File: src/rtl/core/sap_pkg.sv
// Package for the stereo allpass phaser: widths, register indexes, sequencer states
// and the fixed-point round/saturate helpers. No dependencies.
`timescale 1ns / 1ps

package sap_pkg;

  localparam int MAX_STAGES  = 16;
  localparam int SAMPLE_W    = 16;
  localparam int INT_W       = SAMPLE_W + 4;   // Q5.15 internal values
  localparam int FRAC        = 15;
  localparam int COEF_W      = 16;
  localparam int STAGE_CNT_W = 5;
  localparam int CFG_DATA_W  = 16;

  localparam int HIST_DEPTH = 2 * MAX_STAGES;  // entry = 2*stage + channel
  localparam int HIST_AW    = $clog2(HIST_DEPTH);
  localparam int STAGE_W    = HIST_AW - 1;
  localparam int HIST_W     = 2 * INT_W;       // {input history, output history}

  localparam int MUL_A_W = COEF_W + 1;         // coefficient, gain or wet mix
  localparam int MUL_B_W = INT_W + 1;          // feedback value, or difference or sum of two values
  localparam int PROD_W  = MUL_A_W + MUL_B_W;
  localparam int RND_W   = PROD_W - FRAC + 1;
  localparam int SUM_W   = RND_W + 1;

  localparam logic [STAGE_CNT_W-1:0] MAX_STAGES_C  = STAGE_CNT_W'(MAX_STAGES);
  localparam logic [STAGE_CNT_W-1:0] STAGES_RESET  = STAGE_CNT_W'(4);
  localparam logic [COEF_W-1:0]      WET_FULL      = 16'h8000;
  localparam logic [COEF_W-1:0]      WET_RESET     = 16'h4000;

  localparam logic signed [SUM_W-1:0] INT_MAX =
    {{(SUM_W-INT_W+1){1'b0}}, {(INT_W-1){1'b1}}};
  localparam logic signed [SUM_W-1:0] INT_MIN =
    {{(SUM_W-INT_W+1){1'b1}}, {(INT_W-1){1'b0}}};
  localparam logic signed [SUM_W-1:0] SMP_MAX =
    {{(SUM_W-SAMPLE_W+1){1'b0}}, {(SAMPLE_W-1){1'b1}}};
  localparam logic signed [SUM_W-1:0] SMP_MIN =
    {{(SUM_W-SAMPLE_W+1){1'b1}}, {(SAMPLE_W-1){1'b0}}};

  typedef enum logic [1:0] {
    CFG_COEF    = 2'd0,
    CFG_FB_GAIN = 2'd1,
    CFG_WET     = 2'd2,
    CFG_STAGES  = 2'd3
  } cfg_idx_e;

  typedef enum logic [3:0] {
    ST_IDLE,
    ST_FB_MUL,
    ST_FB_ADD,
    ST_AP_MUL,
    ST_AP_ACC,
    ST_SUM_MUL,
    ST_MIX_L,
    ST_MIX_R,
    ST_DONE
  } state_e;

  // round to nearest, ties up: add half then floor shift
  function automatic logic signed [RND_W-1:0] rnd15(input logic signed [PROD_W-1:0] p);
    logic signed [PROD_W:0] t;
    t = {p[PROD_W-1], p} + (PROD_W+1)'(1 << (FRAC - 1));
    return t[PROD_W:FRAC];
  endfunction

  function automatic logic signed [RND_W-1:0] rnd16(input logic signed [PROD_W-1:0] p);
    logic signed [PROD_W:0] t;
    t = {p[PROD_W-1], p} + (PROD_W+1)'(1 << FRAC);
    return {t[PROD_W], t[PROD_W:FRAC+1]};
  endfunction

  function automatic logic signed [SUM_W-1:0] sx_rnd(input logic signed [RND_W-1:0] v);
    return {v[RND_W-1], v};
  endfunction

  function automatic logic signed [SUM_W-1:0] sx_int(input logic signed [INT_W-1:0] v);
    return {{(SUM_W-INT_W){v[INT_W-1]}}, v};
  endfunction

  function automatic logic signed [SUM_W-1:0] sx_smp(input logic signed [SAMPLE_W-1:0] v);
    return {{(SUM_W-SAMPLE_W){v[SAMPLE_W-1]}}, v};
  endfunction

  function automatic logic signed [INT_W-1:0] sat_int(input logic signed [SUM_W-1:0] v);
    logic signed [INT_W-1:0] r;
    if (v > INT_MAX) begin
      r = INT_MAX[INT_W-1:0];
    end else if (v < INT_MIN) begin
      r = INT_MIN[INT_W-1:0];
    end else begin
      r = v[INT_W-1:0];
    end
    return r;
  endfunction

  function automatic logic signed [SAMPLE_W-1:0] sat_smp(input logic signed [SUM_W-1:0] v);
    logic signed [SAMPLE_W-1:0] r;
    if (v > SMP_MAX) begin
      r = SMP_MAX[SAMPLE_W-1:0];
    end else if (v < SMP_MIN) begin
      r = SMP_MIN[SAMPLE_W-1:0];
    end else begin
      r = v[SAMPLE_W-1:0];
    end
    return r;
  endfunction

endpackage

File: src/rtl/core/sap_ram.sv
// Generic single-port-write, single-port-read RAM with registered read data.
// No dependencies.
`timescale 1ns / 1ps

module sap_ram #(
  parameter int WIDTH = 8,
  parameter int DEPTH = 16
) (
  input  logic                     clk_i,
  input  logic                     we_i,
  input  logic [$clog2(DEPTH)-1:0] waddr_i,
  input  logic [WIDTH-1:0]         wdata_i,
  input  logic                     re_i,
  input  logic [$clog2(DEPTH)-1:0] raddr_i,
  output logic [WIDTH-1:0]         rdata_o
);

  logic [WIDTH-1:0] mem_q [DEPTH];
  logic [WIDTH-1:0] rdata_q;

  always_ff @(posedge clk_i) begin
    if (we_i) begin
      mem_q[waddr_i] <= wdata_i;
    end
    if (re_i) begin
      rdata_q <= mem_q[raddr_i];
    end
  end

  assign rdata_o = rdata_q;

endmodule

File: src/rtl/core/sap_mul.sv
// Shared signed multiplier with a registered product; used for every product
// of the phaser. Depends on sap_pkg.
`timescale 1ns / 1ps

module sap_mul (
  input  logic                                 clk_i,
  input  logic                                 en_i,
  input  logic signed [sap_pkg::MUL_A_W-1:0]  a_i,
  input  logic signed [sap_pkg::MUL_B_W-1:0]  b_i,
  output logic signed [sap_pkg::PROD_W-1:0]   p_o
);

  logic signed [sap_pkg::PROD_W-1:0] p_q;

  // product holds while en_i is low
  always_ff @(posedge clk_i) begin
    if (en_i) begin
      p_q <= a_i * b_i;
    end
  end

  assign p_o = p_q;

endmodule

File: src/rtl/core/stereo_allpass_phaser_top.sv
// Top level of the stereo allpass phaser: sequencer, history RAM, config registers.
// Depends on sap_pkg, sap_mul and sap_ram.
`timescale 1ns / 1ps

// Stereo phaser. Each input transfer carries one Q1.15 left/right pair; the block
// adds the mono feedback term, runs each channel through stage_count first-order
// allpass sections (each stage and channel with its own history), forms the next
// feedback value and returns one dry/wet mixed output pair, saturated to Q1.15.
// Internal values are Q5.15 in 20 bits and saturate. The stage count in use is
// capped at 16. All products go through the single shared 17x21 multiplier, one
// after another: the feedback product, then per stage and channel a multiply step
// and an accumulate-and-history-write step, then the next feedback and mix products.
// in_stall_o is high while an item is at work. A finished result sits in the
// output register, so the next input is taken while it waits; the block stalls
// only if a second result is ready before the first one has transferred.
// Stage history lives in a 32-entry RAM with one valid flag per entry, so reset
// takes effect at once, with no clearing pass. Config writes go through the plain
// write port and must only happen while the block is idle.

module stereo_allpass_phaser_top (
  input  logic                                clk_i,
  input  logic                                rst_ni,
  // input channel
  input  logic                                in_valid_i,
  output logic                                in_stall_o,
  input  logic signed [sap_pkg::SAMPLE_W-1:0] in_left_i,
  input  logic signed [sap_pkg::SAMPLE_W-1:0] in_right_i,
  // output channel
  output logic                                out_valid_o,
  input  logic                                out_stall_i,
  output logic signed [sap_pkg::SAMPLE_W-1:0] out_left_o,
  output logic signed [sap_pkg::SAMPLE_W-1:0] out_right_o,
  // config write port
  input  logic                                cfg_we_i,
  input  logic [1:0]                          cfg_idx_i,
  input  logic [sap_pkg::CFG_DATA_W-1:0]      cfg_data_i
);

  // ---------------------------------------------------------------------------
  // Config registers
  // ---------------------------------------------------------------------------
  logic signed [sap_pkg::COEF_W-1:0]      coef_q;
  logic signed [sap_pkg::COEF_W-1:0]      gain_q;
  logic [sap_pkg::COEF_W-1:0]             wet_q;
  logic [sap_pkg::STAGE_CNT_W-1:0]        stages_q;
  sap_pkg::cfg_idx_e                      cfg_idx;

  assign cfg_idx = sap_pkg::cfg_idx_e'(cfg_idx_i);

  always_ff @(posedge clk_i or negedge rst_ni) begin
    if (!rst_ni) begin
      coef_q   <= '0;
      gain_q   <= '0;
      wet_q    <= sap_pkg::WET_RESET;
      stages_q <= sap_pkg::STAGES_RESET;
    end else if (cfg_we_i) begin
      case (cfg_idx)
        sap_pkg::CFG_COEF:    coef_q   <= cfg_data_i;
        sap_pkg::CFG_FB_GAIN: gain_q   <= cfg_data_i;
        sap_pkg::CFG_WET:     wet_q    <= cfg_data_i;
        sap_pkg::CFG_STAGES:  stages_q <= cfg_data_i[sap_pkg::STAGE_CNT_W-1:0];
        default: ;
      endcase
    end
  end

  // clamped stage count and wet fraction
  logic [sap_pkg::STAGE_CNT_W-1:0] stages_use;
  logic [sap_pkg::STAGE_CNT_W-1:0] stages_m1;
  logic [sap_pkg::HIST_AW-1:0]     idx_last;
  logic [sap_pkg::COEF_W-1:0]      wet_use;

  assign stages_use = (stages_q > sap_pkg::MAX_STAGES_C) ? sap_pkg::MAX_STAGES_C : stages_q;
  assign stages_m1  = stages_use - sap_pkg::STAGE_CNT_W'(1);
  assign idx_last   = {stages_m1[sap_pkg::STAGE_W-1:0], 1'b1};
  assign wet_use    = (wet_q > sap_pkg::WET_FULL) ? sap_pkg::WET_FULL : wet_q;

  // ---------------------------------------------------------------------------
  // Datapath state
  // ---------------------------------------------------------------------------
  sap_pkg::state_e state_q, state_d;

  logic [sap_pkg::HIST_AW-1:0]            idx_q, idx_d;
  logic signed [sap_pkg::SAMPLE_W-1:0]    dry_q [2];
  logic signed [sap_pkg::SAMPLE_W-1:0]    dry_d [2];
  logic signed [sap_pkg::INT_W-1:0]       x_q [2];
  logic signed [sap_pkg::INT_W-1:0]       x_d [2];
  logic signed [sap_pkg::INT_W-1:0]       xh_q, xh_d;
  logic signed [sap_pkg::INT_W-1:0]       fb_q, fb_d;
  logic signed [sap_pkg::SAMPLE_W-1:0]    res_l_q, res_l_d;
  logic signed [sap_pkg::SAMPLE_W-1:0]    out_l_q, out_l_d;
  logic signed [sap_pkg::SAMPLE_W-1:0]    out_r_q, out_r_d;
  logic                                   out_vld_q, out_vld_d;

  // history RAM and per-entry valid flags (entry not yet written reads as zero)
  logic [sap_pkg::HIST_DEPTH-1:0] hist_vld_q;
  logic                           vld_rd_q;
  logic                           ram_we, ram_re;
  logic [sap_pkg::HIST_AW-1:0]    ram_raddr;
  logic [sap_pkg::HIST_W-1:0]     ram_wdata, ram_rdata;

  // shared multiplier
  logic                                 mul_en;
  logic signed [sap_pkg::MUL_A_W-1:0]  mul_a;
  logic signed [sap_pkg::MUL_B_W-1:0]  mul_b;
  logic signed [sap_pkg::PROD_W-1:0]   prod;

  sap_mul u_mul (
    .clk_i (clk_i),
    .en_i  (mul_en),
    .a_i   (mul_a),
    .b_i   (mul_b),
    .p_o   (prod)
  );

  sap_ram #(
    .WIDTH (sap_pkg::HIST_W),
    .DEPTH (sap_pkg::HIST_DEPTH)
  ) u_hist (
    .clk_i   (clk_i),
    .we_i    (ram_we),
    .waddr_i (idx_q),
    .wdata_i (ram_wdata),
    .re_i    (ram_re),
    .raddr_i (ram_raddr),
    .rdata_o (ram_rdata)
  );

  // history read for the current entry
  logic                             ch;
  logic signed [sap_pkg::INT_W-1:0] xh_rd, yh_rd;
  logic signed [sap_pkg::RND_W-1:0] prod_r15;
  logic signed [sap_pkg::INT_W-1:0] y_new;

  assign ch       = idx_q[0];
  assign xh_rd    = vld_rd_q ? ram_rdata[sap_pkg::HIST_W-1:sap_pkg::INT_W] : '0;
  assign yh_rd    = vld_rd_q ? ram_rdata[sap_pkg::INT_W-1:0] : '0;
  assign prod_r15 = sap_pkg::rnd15(prod);
  assign y_new    = sap_pkg::sat_int(sap_pkg::sx_int(xh_q) + sap_pkg::sx_rnd(prod_r15));

  assign ram_wdata = {x_q[ch], y_new};
  assign in_stall_o = (state_q != sap_pkg::ST_IDLE);

  // ---------------------------------------------------------------------------
  // Sequencer
  // ---------------------------------------------------------------------------
  always_comb begin
    state_d   = state_q;
    idx_d     = idx_q;
    dry_d     = dry_q;
    x_d       = x_q;
    xh_d      = xh_q;
    fb_d      = fb_q;
    res_l_d   = res_l_q;
    out_l_d   = out_l_q;
    out_r_d   = out_r_q;
    out_vld_d = out_vld_q;
    mul_en    = 1'b0;
    mul_a     = '0;
    mul_b     = '0;
    ram_we    = 1'b0;
    ram_re    = 1'b0;
    ram_raddr = idx_q;

    // result taken downstream
    if (out_vld_q && !out_stall_i) begin
      out_vld_d = 1'b0;
    end

    case (state_q)
      sap_pkg::ST_IDLE: begin
        if (in_valid_i) begin
          dry_d[0] = in_left_i;
          dry_d[1] = in_right_i;
          idx_d    = '0;
          state_d  = sap_pkg::ST_FB_MUL;
        end
      end

      sap_pkg::ST_FB_MUL: begin
        mul_en  = 1'b1;
        mul_a   = {gain_q[sap_pkg::COEF_W-1], gain_q};
        mul_b   = {fb_q[sap_pkg::INT_W-1], fb_q};
        state_d = sap_pkg::ST_FB_ADD;
      end

      sap_pkg::ST_FB_ADD: begin
        x_d[0] = sap_pkg::sat_int(sap_pkg::sx_smp(dry_q[0]) + sap_pkg::sx_rnd(prod_r15));
        x_d[1] = sap_pkg::sat_int(sap_pkg::sx_smp(dry_q[1]) + sap_pkg::sx_rnd(prod_r15));
        if (stages_use == '0) begin
          state_d = sap_pkg::ST_SUM_MUL;
        end else begin
          ram_re  = 1'b1;
          state_d = sap_pkg::ST_AP_MUL;
        end
      end

      // a * (yh - x)
      sap_pkg::ST_AP_MUL: begin
        xh_d    = xh_rd;
        mul_en  = 1'b1;
        mul_a   = {coef_q[sap_pkg::COEF_W-1], coef_q};
        mul_b   = {yh_rd[sap_pkg::INT_W-1], yh_rd} - {x_q[ch][sap_pkg::INT_W-1], x_q[ch]};
        state_d = sap_pkg::ST_AP_ACC;
      end

      // y = xh + round(prod); history update; prefetch next entry
      sap_pkg::ST_AP_ACC: begin
        ram_we  = 1'b1;
        x_d[ch] = y_new;
        if (idx_q == idx_last) begin
          state_d = sap_pkg::ST_SUM_MUL;
        end else begin
          idx_d     = idx_q + sap_pkg::HIST_AW'(1);
          ram_re    = 1'b1;
          ram_raddr = idx_q + sap_pkg::HIST_AW'(1);
          state_d   = sap_pkg::ST_AP_MUL;
        end
      end

      sap_pkg::ST_SUM_MUL: begin
        mul_en  = 1'b1;
        mul_a   = {gain_q[sap_pkg::COEF_W-1], gain_q};
        mul_b   = {x_q[0][sap_pkg::INT_W-1], x_q[0]} + {x_q[1][sap_pkg::INT_W-1], x_q[1]};
        state_d = sap_pkg::ST_MIX_L;
      end

      sap_pkg::ST_MIX_L: begin
        fb_d    = sap_pkg::sat_int(sap_pkg::sx_rnd(sap_pkg::rnd16(prod)));
        mul_en  = 1'b1;
        mul_a   = {1'b0, wet_use};
        mul_b   = {x_q[0][sap_pkg::INT_W-1], x_q[0]} -
                  {{(sap_pkg::MUL_B_W-sap_pkg::SAMPLE_W){dry_q[0][sap_pkg::SAMPLE_W-1]}},
                   dry_q[0]};
        state_d = sap_pkg::ST_MIX_R;
      end

      sap_pkg::ST_MIX_R: begin
        res_l_d = sap_pkg::sat_smp(sap_pkg::sx_smp(dry_q[0]) + sap_pkg::sx_rnd(prod_r15));
        mul_en  = 1'b1;
        mul_a   = {1'b0, wet_use};
        mul_b   = {x_q[1][sap_pkg::INT_W-1], x_q[1]} -
                  {{(sap_pkg::MUL_B_W-sap_pkg::SAMPLE_W){dry_q[1][sap_pkg::SAMPLE_W-1]}},
                   dry_q[1]};
        state_d = sap_pkg::ST_DONE;
      end

      // wait for the output register to be free; product holds meanwhile
      sap_pkg::ST_DONE: begin
        if (!out_vld_q || !out_stall_i) begin
          out_l_d   = res_l_q;
          out_r_d   = sap_pkg::sat_smp(sap_pkg::sx_smp(dry_q[1]) +
                                       sap_pkg::sx_rnd(prod_r15));
          out_vld_d = 1'b1;
          state_d   = sap_pkg::ST_IDLE;
        end
      end

      default: begin
        state_d = sap_pkg::ST_IDLE;
      end
    endcase
  end

  // control state
  always_ff @(posedge clk_i or negedge rst_ni) begin
    if (!rst_ni) begin
      state_q    <= sap_pkg::ST_IDLE;
      idx_q      <= '0;
      fb_q       <= '0;
      out_vld_q  <= 1'b0;
      hist_vld_q <= '0;
      vld_rd_q   <= 1'b0;
    end else begin
      state_q   <= state_d;
      idx_q     <= idx_d;
      fb_q      <= fb_d;
      out_vld_q <= out_vld_d;
      if (ram_we) begin
        hist_vld_q[idx_q] <= 1'b1;
      end
      if (ram_re) begin
        vld_rd_q <= hist_vld_q[ram_raddr];
      end
    end
  end

  // payload registers
  always_ff @(posedge clk_i) begin
    dry_q   <= dry_d;
    x_q     <= x_d;
    xh_q    <= xh_d;
    res_l_q <= res_l_d;
    out_l_q <= out_l_d;
    out_r_q <= out_r_d;
  end

  assign out_valid_o = out_vld_q;
  assign out_left_o  = out_l_q;
  assign out_right_o = out_r_q;

endmodule

File: config.mk
export PLATFORM = sky130hd
export DESIGN_NAME = stereo_allpass_phaser_top
export DESIGN_NICKNAME = d
export VERILOG_FILES = /design/src/rtl/core/sap_pkg.sv /design/src/rtl/core/sap_ram.sv /design/src/rtl/core/sap_mul.sv /design/src/rtl/core/stereo_allpass_phaser_top.sv
export SDC_FILE = /design/constraint.sdc
export NUM_CORES = 2
export LEC_CHECK = 0
export ABC_CLOCK_PERIOD_IN_PS = 9400
export BUFFER_PORTS_ARGS = -buffer_cell sky130_fd_sc_hd__buf_2
export CELL_PAD_IN_SITES_DETAIL_PLACEMENT = 2
export CELL_PAD_IN_SITES_GLOBAL_PLACEMENT = 2
export CORE_MARGIN = 4
export CORE_UTILIZATION = 42
export DETAILED_ROUTE_END_ITERATION = 7
export PLACE_DENSITY = 0.82
export SYNTH_ARGS = -nofsm -noshare
export SYNTH_HDL_FRONTEND = slang
export SYNTH_HIERARCHICAL = 1
export SYNTH_SLANG_ARGS = --single-unit
File: constraint.sdc
create_clock -name clk_i -period 9.4 [get_ports clk_i]
set_input_delay 2.82 -clock clk_i [delete_from_list [all_inputs] [get_ports clk_i]]
set_output_delay 2.82 -clock clk_i [all_outputs]
set_load 0.01 [all_outputs]
=== After elaboration in Yosys (flattened, before gate mapping) ===
Memories as Yosys holds them, arrays and structs flattened. A register that Yosys moved wholly into a read port is not among the register bits.
Cells that the tools add are included.

* Add/subtract/negate cells: 11
* $mul: 1
* Div/mod/pow operators: 0
* $lt $le $gt $ge: 19
* Eq/ne operators: 14
* Shifts and indexed selects: 0
* Mux-type cells: 45
* Bitwise gates (word level): 2
* Reductions and logical operators: 23

{| class="wikitable"
|+ Operators by type and width
! kind !! number
|-
| $mux 20 || 13
|-
| $pmux 21 s5 || 1
|-
| $pmux 40 s2 || 1
|-
| $gt 25x20->1 const B || 3
|-
| $lt 25x20->1 const B || 3
|-
| $pmux 17 s3 || 1
|-
| $add 16x24->25 || 2
|-
| $gt 25x16->1 const B || 2
|-
| $lt 25x16->1 const B || 2
|-
| $mux 16 || 3
|-
| $sub 20x16->21 || 2
|-
| $bwmux 40 || 1
|-
| $add 38x16->39 const B || 1
|-
| $add 38x17->39 const B || 1
|-
| $mul 17x21->38 || 1
|-
| $pmux 4 s9 || 1
|-
| $or 32x32->32 || 1
|-
| $add 20x24->25 || 1
|-
| $gt 23x20->1 const B || 1
|-
| $lt 23x20->1 const B || 1
|-
| $add 20x20->21 || 1
|-
| $sub 20x20->21 || 1
|-
| $demux 20 s1 || 1
|-
| $mux 5 || 4
|-
| 35 further kinds || 66
|}

* Register bits after elaboration: 294
* Latch bits: 0
* Bits in writable memories: 1,280
* ROM bits: 0
* Input bits: 55
* Memories kept: 1

{| class="wikitable"
|+ Memory list
! name !! words !! width !! rd ports !! clocked after memory_dff !! write ports !! RTL line !! text
|-
| u_hist.mem_q || 32 || 40 || 1 || 1 || 1 || sap_ram.sv:18 || <nowiki>logic [WIDTH-1:0] mem_q [DEPTH];</nowiki>
|}

=== Longest topological paths before layout ===
* Depth after elaboration: 8
* Depth in mapped cells: 42

=== Cells and area by module ===
Netlist, hierarchy kept.

{| class="wikitable"
|+ By module, submodules not included
! module !! times used !! cells an instance !! area each (sq um)
|-
| sap_ram || 1 || 2,813 || 50,965.1
|-
| stereo_allpass_phaser_top || 1 || 2,011 || 19,377.3
|-
| sap_mul || 1 || 1,492 || 14,239.9
|}

=== Worst setup path before layout ===
Ideal clock, no wire load.

* Path type: reg2reg
* Start: reg idx_q[0] (netlist bit)
* End: reg u_mul.p_q (netlist bit u_mul/p_o[31]) (data pin)
* Library setup time: 0.180 ns
* Arrival time: 10.232 ns
* Required time: 9.220 ns
* Setup slack: -1.012 ns
* Cell stages (with the launch flop): 36
* Clock period less this slack: 10.412 ns
* Path through: dfrtp_1 -> buf_2 -> buf_1 -> o21ai_0 -> ha_1 -> inv_1 -> fa_1 -> a21o_1 -> a21o_1 -> a21oi_1 -> o31ai_1 -> o41ai_1 -> o21bai_1 -> a21oi_1 -> xor2_1 -> o221ai_1 -> clkbuf_1 -> nand2_1 -> fa_1 -> inv_1 -> fa_1 -> fa_1 -> fa_1 -> fa_1 -> inv_1 -> fa_1 -> inv_1 -> ha_1 -> clkbuf_1 -> a21o_1 -> a21oi_1 -> nand3_1 -> o21bai_2 -> and3_1 -> o31a_1 -> o311ai_1

* Longest elaborated chain between the ends: 7

{| class="wikitable"
|+ RTL lines
! item !! RTL line !! text
|-
| start: declaration || stereo_allpass_phaser_top.sv:83 || <nowiki>logic [sap_pkg::HIST_AW-1:0] idx_q, idx_d;</nowiki>
|-
| start signal: assignment || stereo_allpass_phaser_top.sv:276 || <nowiki>idx_q <= idx_d;</nowiki>
|-
| $not 1->2 || - ||
|-
| $mux 20 (3 in series) || - ||
|-
| named net ram_wdata (one bit) || stereo_allpass_phaser_top.sv:100 || <nowiki>logic [sap_pkg::HIST_W-1:0] ram_wdata, ram_rdata;</nowiki>
|-
| $sub 20x20->21 || stereo_allpass_phaser_top.sv:203 || <nowiki>mul_b = {yh_rd[sap_pkg::INT_W-1], yh_rd} - {x_q[ch][sap_pkg::INT_W-1], x_q[ch]};</nowiki>
|-
| $pmux 21 s5 || stereo_allpass_phaser_top.sv:170 || <nowiki>case (state_q)</nowiki>
|-
| named net mul_b (one bit) || stereo_allpass_phaser_top.sv:105 || <nowiki>logic signed [sap_pkg::MUL_B_W-1:0] mul_b;</nowiki>
|-
| $mul 17x21->38 || sap_mul.sv:18 || <nowiki>p_q <= a_i * b_i;</nowiki>
|-
| end signal: assignment || sap_mul.sv:18 ||
|-
| end: declaration || sap_mul.sv:13 || <nowiki>logic signed [sap_pkg::PROD_W-1:0] p_q;</nowiki>
|}

The timed path passes the listed nets, and every way through them passes these cells. The select of a mux whose other input is x is not followed.
A chain may end at the register's enable or synchronous reset.

=== Worst setup path in the final report ===
* Start: reg x_q[25] (netlist bit)
* End: reg u_mul.p_q (netlist bit u_mul/p_o[34]) (data pin)

* Longest elaborated chain between the ends: 6
* Elaborated cells on any way between the ends: 8
* Those cells by class: 3 x add/sub; 1 x mul; 4 x mux

{| class="wikitable"
|+ RTL lines
! item !! RTL line !! text
|-
| start: declaration || stereo_allpass_phaser_top.sv:86 || <nowiki>logic signed [sap_pkg::INT_W-1:0] x_q [2];</nowiki>
|-
| start signal: assignment || stereo_allpass_phaser_top.sv:291 || <nowiki>x_q <= x_d;</nowiki>
|-
| $mux 20 (not written as such) (3 in series) || stereo_allpass_phaser_top.sv:203 ||
|-
| $sub 20x20->21 || stereo_allpass_phaser_top.sv:203 ||
|-
| $pmux 21 s5 * || stereo_allpass_phaser_top.sv:170 ||
|-
| named net mul_b (one bit) || stereo_allpass_phaser_top.sv:105 ||
|-
| $mul 17x21->38 * || sap_mul.sv:18 ||
|}

The timed path passes the listed nets; every way through them passes the cells marked *. The select of a mux whose other input is x is not followed.

==> results.cfg <==
[global_route]
grt_pass1_wl_um = 529000
grt_start_max_net_pins = 134
grtUsageTotal = 0.361
grt.met2_usage = 0.594
grt_pass1_vias = 66702
busiest_layer = met2
grt_antenna_before_repair = 46
grt_util_met3 = 0.0846
met1_usage = 0.409
overflow = 0

[worst_setup_path]
crit_top_cell = fa_1
r2r_start = x_q[25]
start_kind = register
critPathCaptureType = register
r2r_setup_slack_ns = -1.85
worst_path_max_delay_cell = fa_1
cp_max_fo = 7
reg2regPathDepth = 35
cp.arrival_ns = 11.81
worstSetupPathType = register to register
reg2reg_to = u_mul/p_o[34]
cp_data_required_time_ns = 9.97
critPathMaxStageDelay_ns = 1.07

[logic_synthesis]
synth_nets = 6934
synth_cells = 6282
synthesis.area_um2 = 84000
yosys_warnings = 6
avgSynthCellArea_um2 = 13.4

[clocking]
cts_buffer_depth = 3
clk_pin_slew_worst_paths_ns = 0.08
htreeDepth = 4
numCtsBuffers = 175
clk_root_buffer_cell = clkbuf_16
clkLatencyLatePin_ns = 0.94
cts_num_sinks = 1600
cts_tree = yes

[worst_hold_path]
holdPathEnd = out_left_o[8]
holdCritStartpoint = res_l_q[8]
hp-class = register to register
whs_path_depth = 0

[layout]
final_nets = 7299
syn2layout_area_growth_pct = 15.5
drive_gt1_frac = 0.169

[timing]
setup_viol = 20
max_freq_mhz = 88.9
slew_viol_final = 39
hold_violations = 0
finalSetupTns_ns = -22.39
slew_headroom = -0.0947
finalCriticalPeriod_ns = 11.25
rsz0062_at_grt = yes
fin_ws_ns = -1.85
fin_skew_ns = 0.170
finalCritPeriodShare = 1.20
worstMarginPinSlew_ns = 1.63

[status]
status = finished with violations
violations = capacitance limit, slew limit, setup timing

[die]
dieArea_um2 = 207000
die_x_um = 455
die_y_um = 455
start_util = 0.424
fp-row-count = 163
ioPinCount = 89
core_um2 = 198000

[route]
first_iter_violations = 8823
firstDrtPassIters = 6
vias = 63370
routed_wl_um = 405000
drc_errors = 0
wl_per_cell_um = 42.8
drt-vias-per-instance = 6.70
ant_nets = 0

[place]
port_buffers = 88
gp_congestion = 0.893
hpwl_um = 223000

[run]
cap_viol_max_count = 6
[worst max-delay path by stage]
stage,depth (start not counted),slack (ns),start,to
2_1_floorplan,34,0.11,x_q[25],u_mul/p_o[37]
3_3_place_gp,39,-0.008,x_q[25],u_mul/p_o[34]
3_5_place_dp,38,-0.63,x_q[25],u_mul/p_o[36]
4_1_cts,36,-0.20,x_q[22],u_mul/p_o[36]
5_1_grt,38,-1.83,x_q[25],u_mul/p_o[34]
6_report,35,-1.85,x_q[25],u_mul/p_o[34]
[metal layers]
metal,wire length [µm],vias up
met4,40900,18
met5,104,-
met2,189000,4858
li1,-,23669
met3,40000,1994
met1,135000,32831
[state kept, by name, indices dropped and copies added, names as in the netlist, 20 cells and up]
signal,count
dry_q,32
fb_q,20
hist_vld_q,32
u_hist/mem_q,1280
u_hist/rdata_o,40
u_mul/p_o,24
x_q,40
xh_q,20
[final cells by class]
cell class	instances	area, µm²
fill	18724	101000
sequential	1600	47500
multi-input combinational	3868	34800
clock buffer	231	4660
timing repair buffer	488	3900
tap	2640	3300
inverter	514	1940
clock inverter	90	873
antenna	27	67.6
[worst max-delay path, delay by kind of cell (launching register included)]
kind                       cells  cell delay (ns)
buffers and inverters          8             1.17
DFF                            1             0.45
adders and majority gates      8             4.90
xor gates and xnor gates       3             0.82
AOI/OAI and AO/OA              8             1.50
and+or+nand+nor                8             2.03
[stage by stage]
stage | instance area (µm²) | std cells | hold WS [ns] | utilization | worst slack [ns]
finish | 97000 | 9458 | 0.375 | 0.490 | -1.85
global route | 97000 | 9434 | 0.391 | 0.489 | -1.83
CTS | 95900 | 9388 | 0.391 | 0.484 | -0.202
detailed placement | 89200 | 9015 | 0.410 | 0.450 | -0.630
global placement | 89200 | 9015 | 0.401 | 0.450 | -0.00841
floorplan | 84100 | 6282 | 0.400 | - | 0.109
[cells in the final DEF, fill, tap and decap left out, drive strengths merged, types with 95 or more instances in the layout]
cell type  instances
edfxtp          1484
mux2i            690
inv              518
buf              488
nand2            424
fa               362
a21oi            272
ha               235
clkbuf           231
and2             208
nand3            174
o21ai            164
nor2             158
a22oi            127
xnor2            122
dfrtp            114
a21o              95
[repair_timing]
action,CTS,global route
gates cloned,0,0
gates resized for setup,189,141
hold buffers,0,0
pin swaps,92,73
buffers inserted,53,41
setup endpoints to repair,19,21
Power is not shown: default switching activity piles up to over one toggle a cycle in this logic, so the estimate is an artifact.
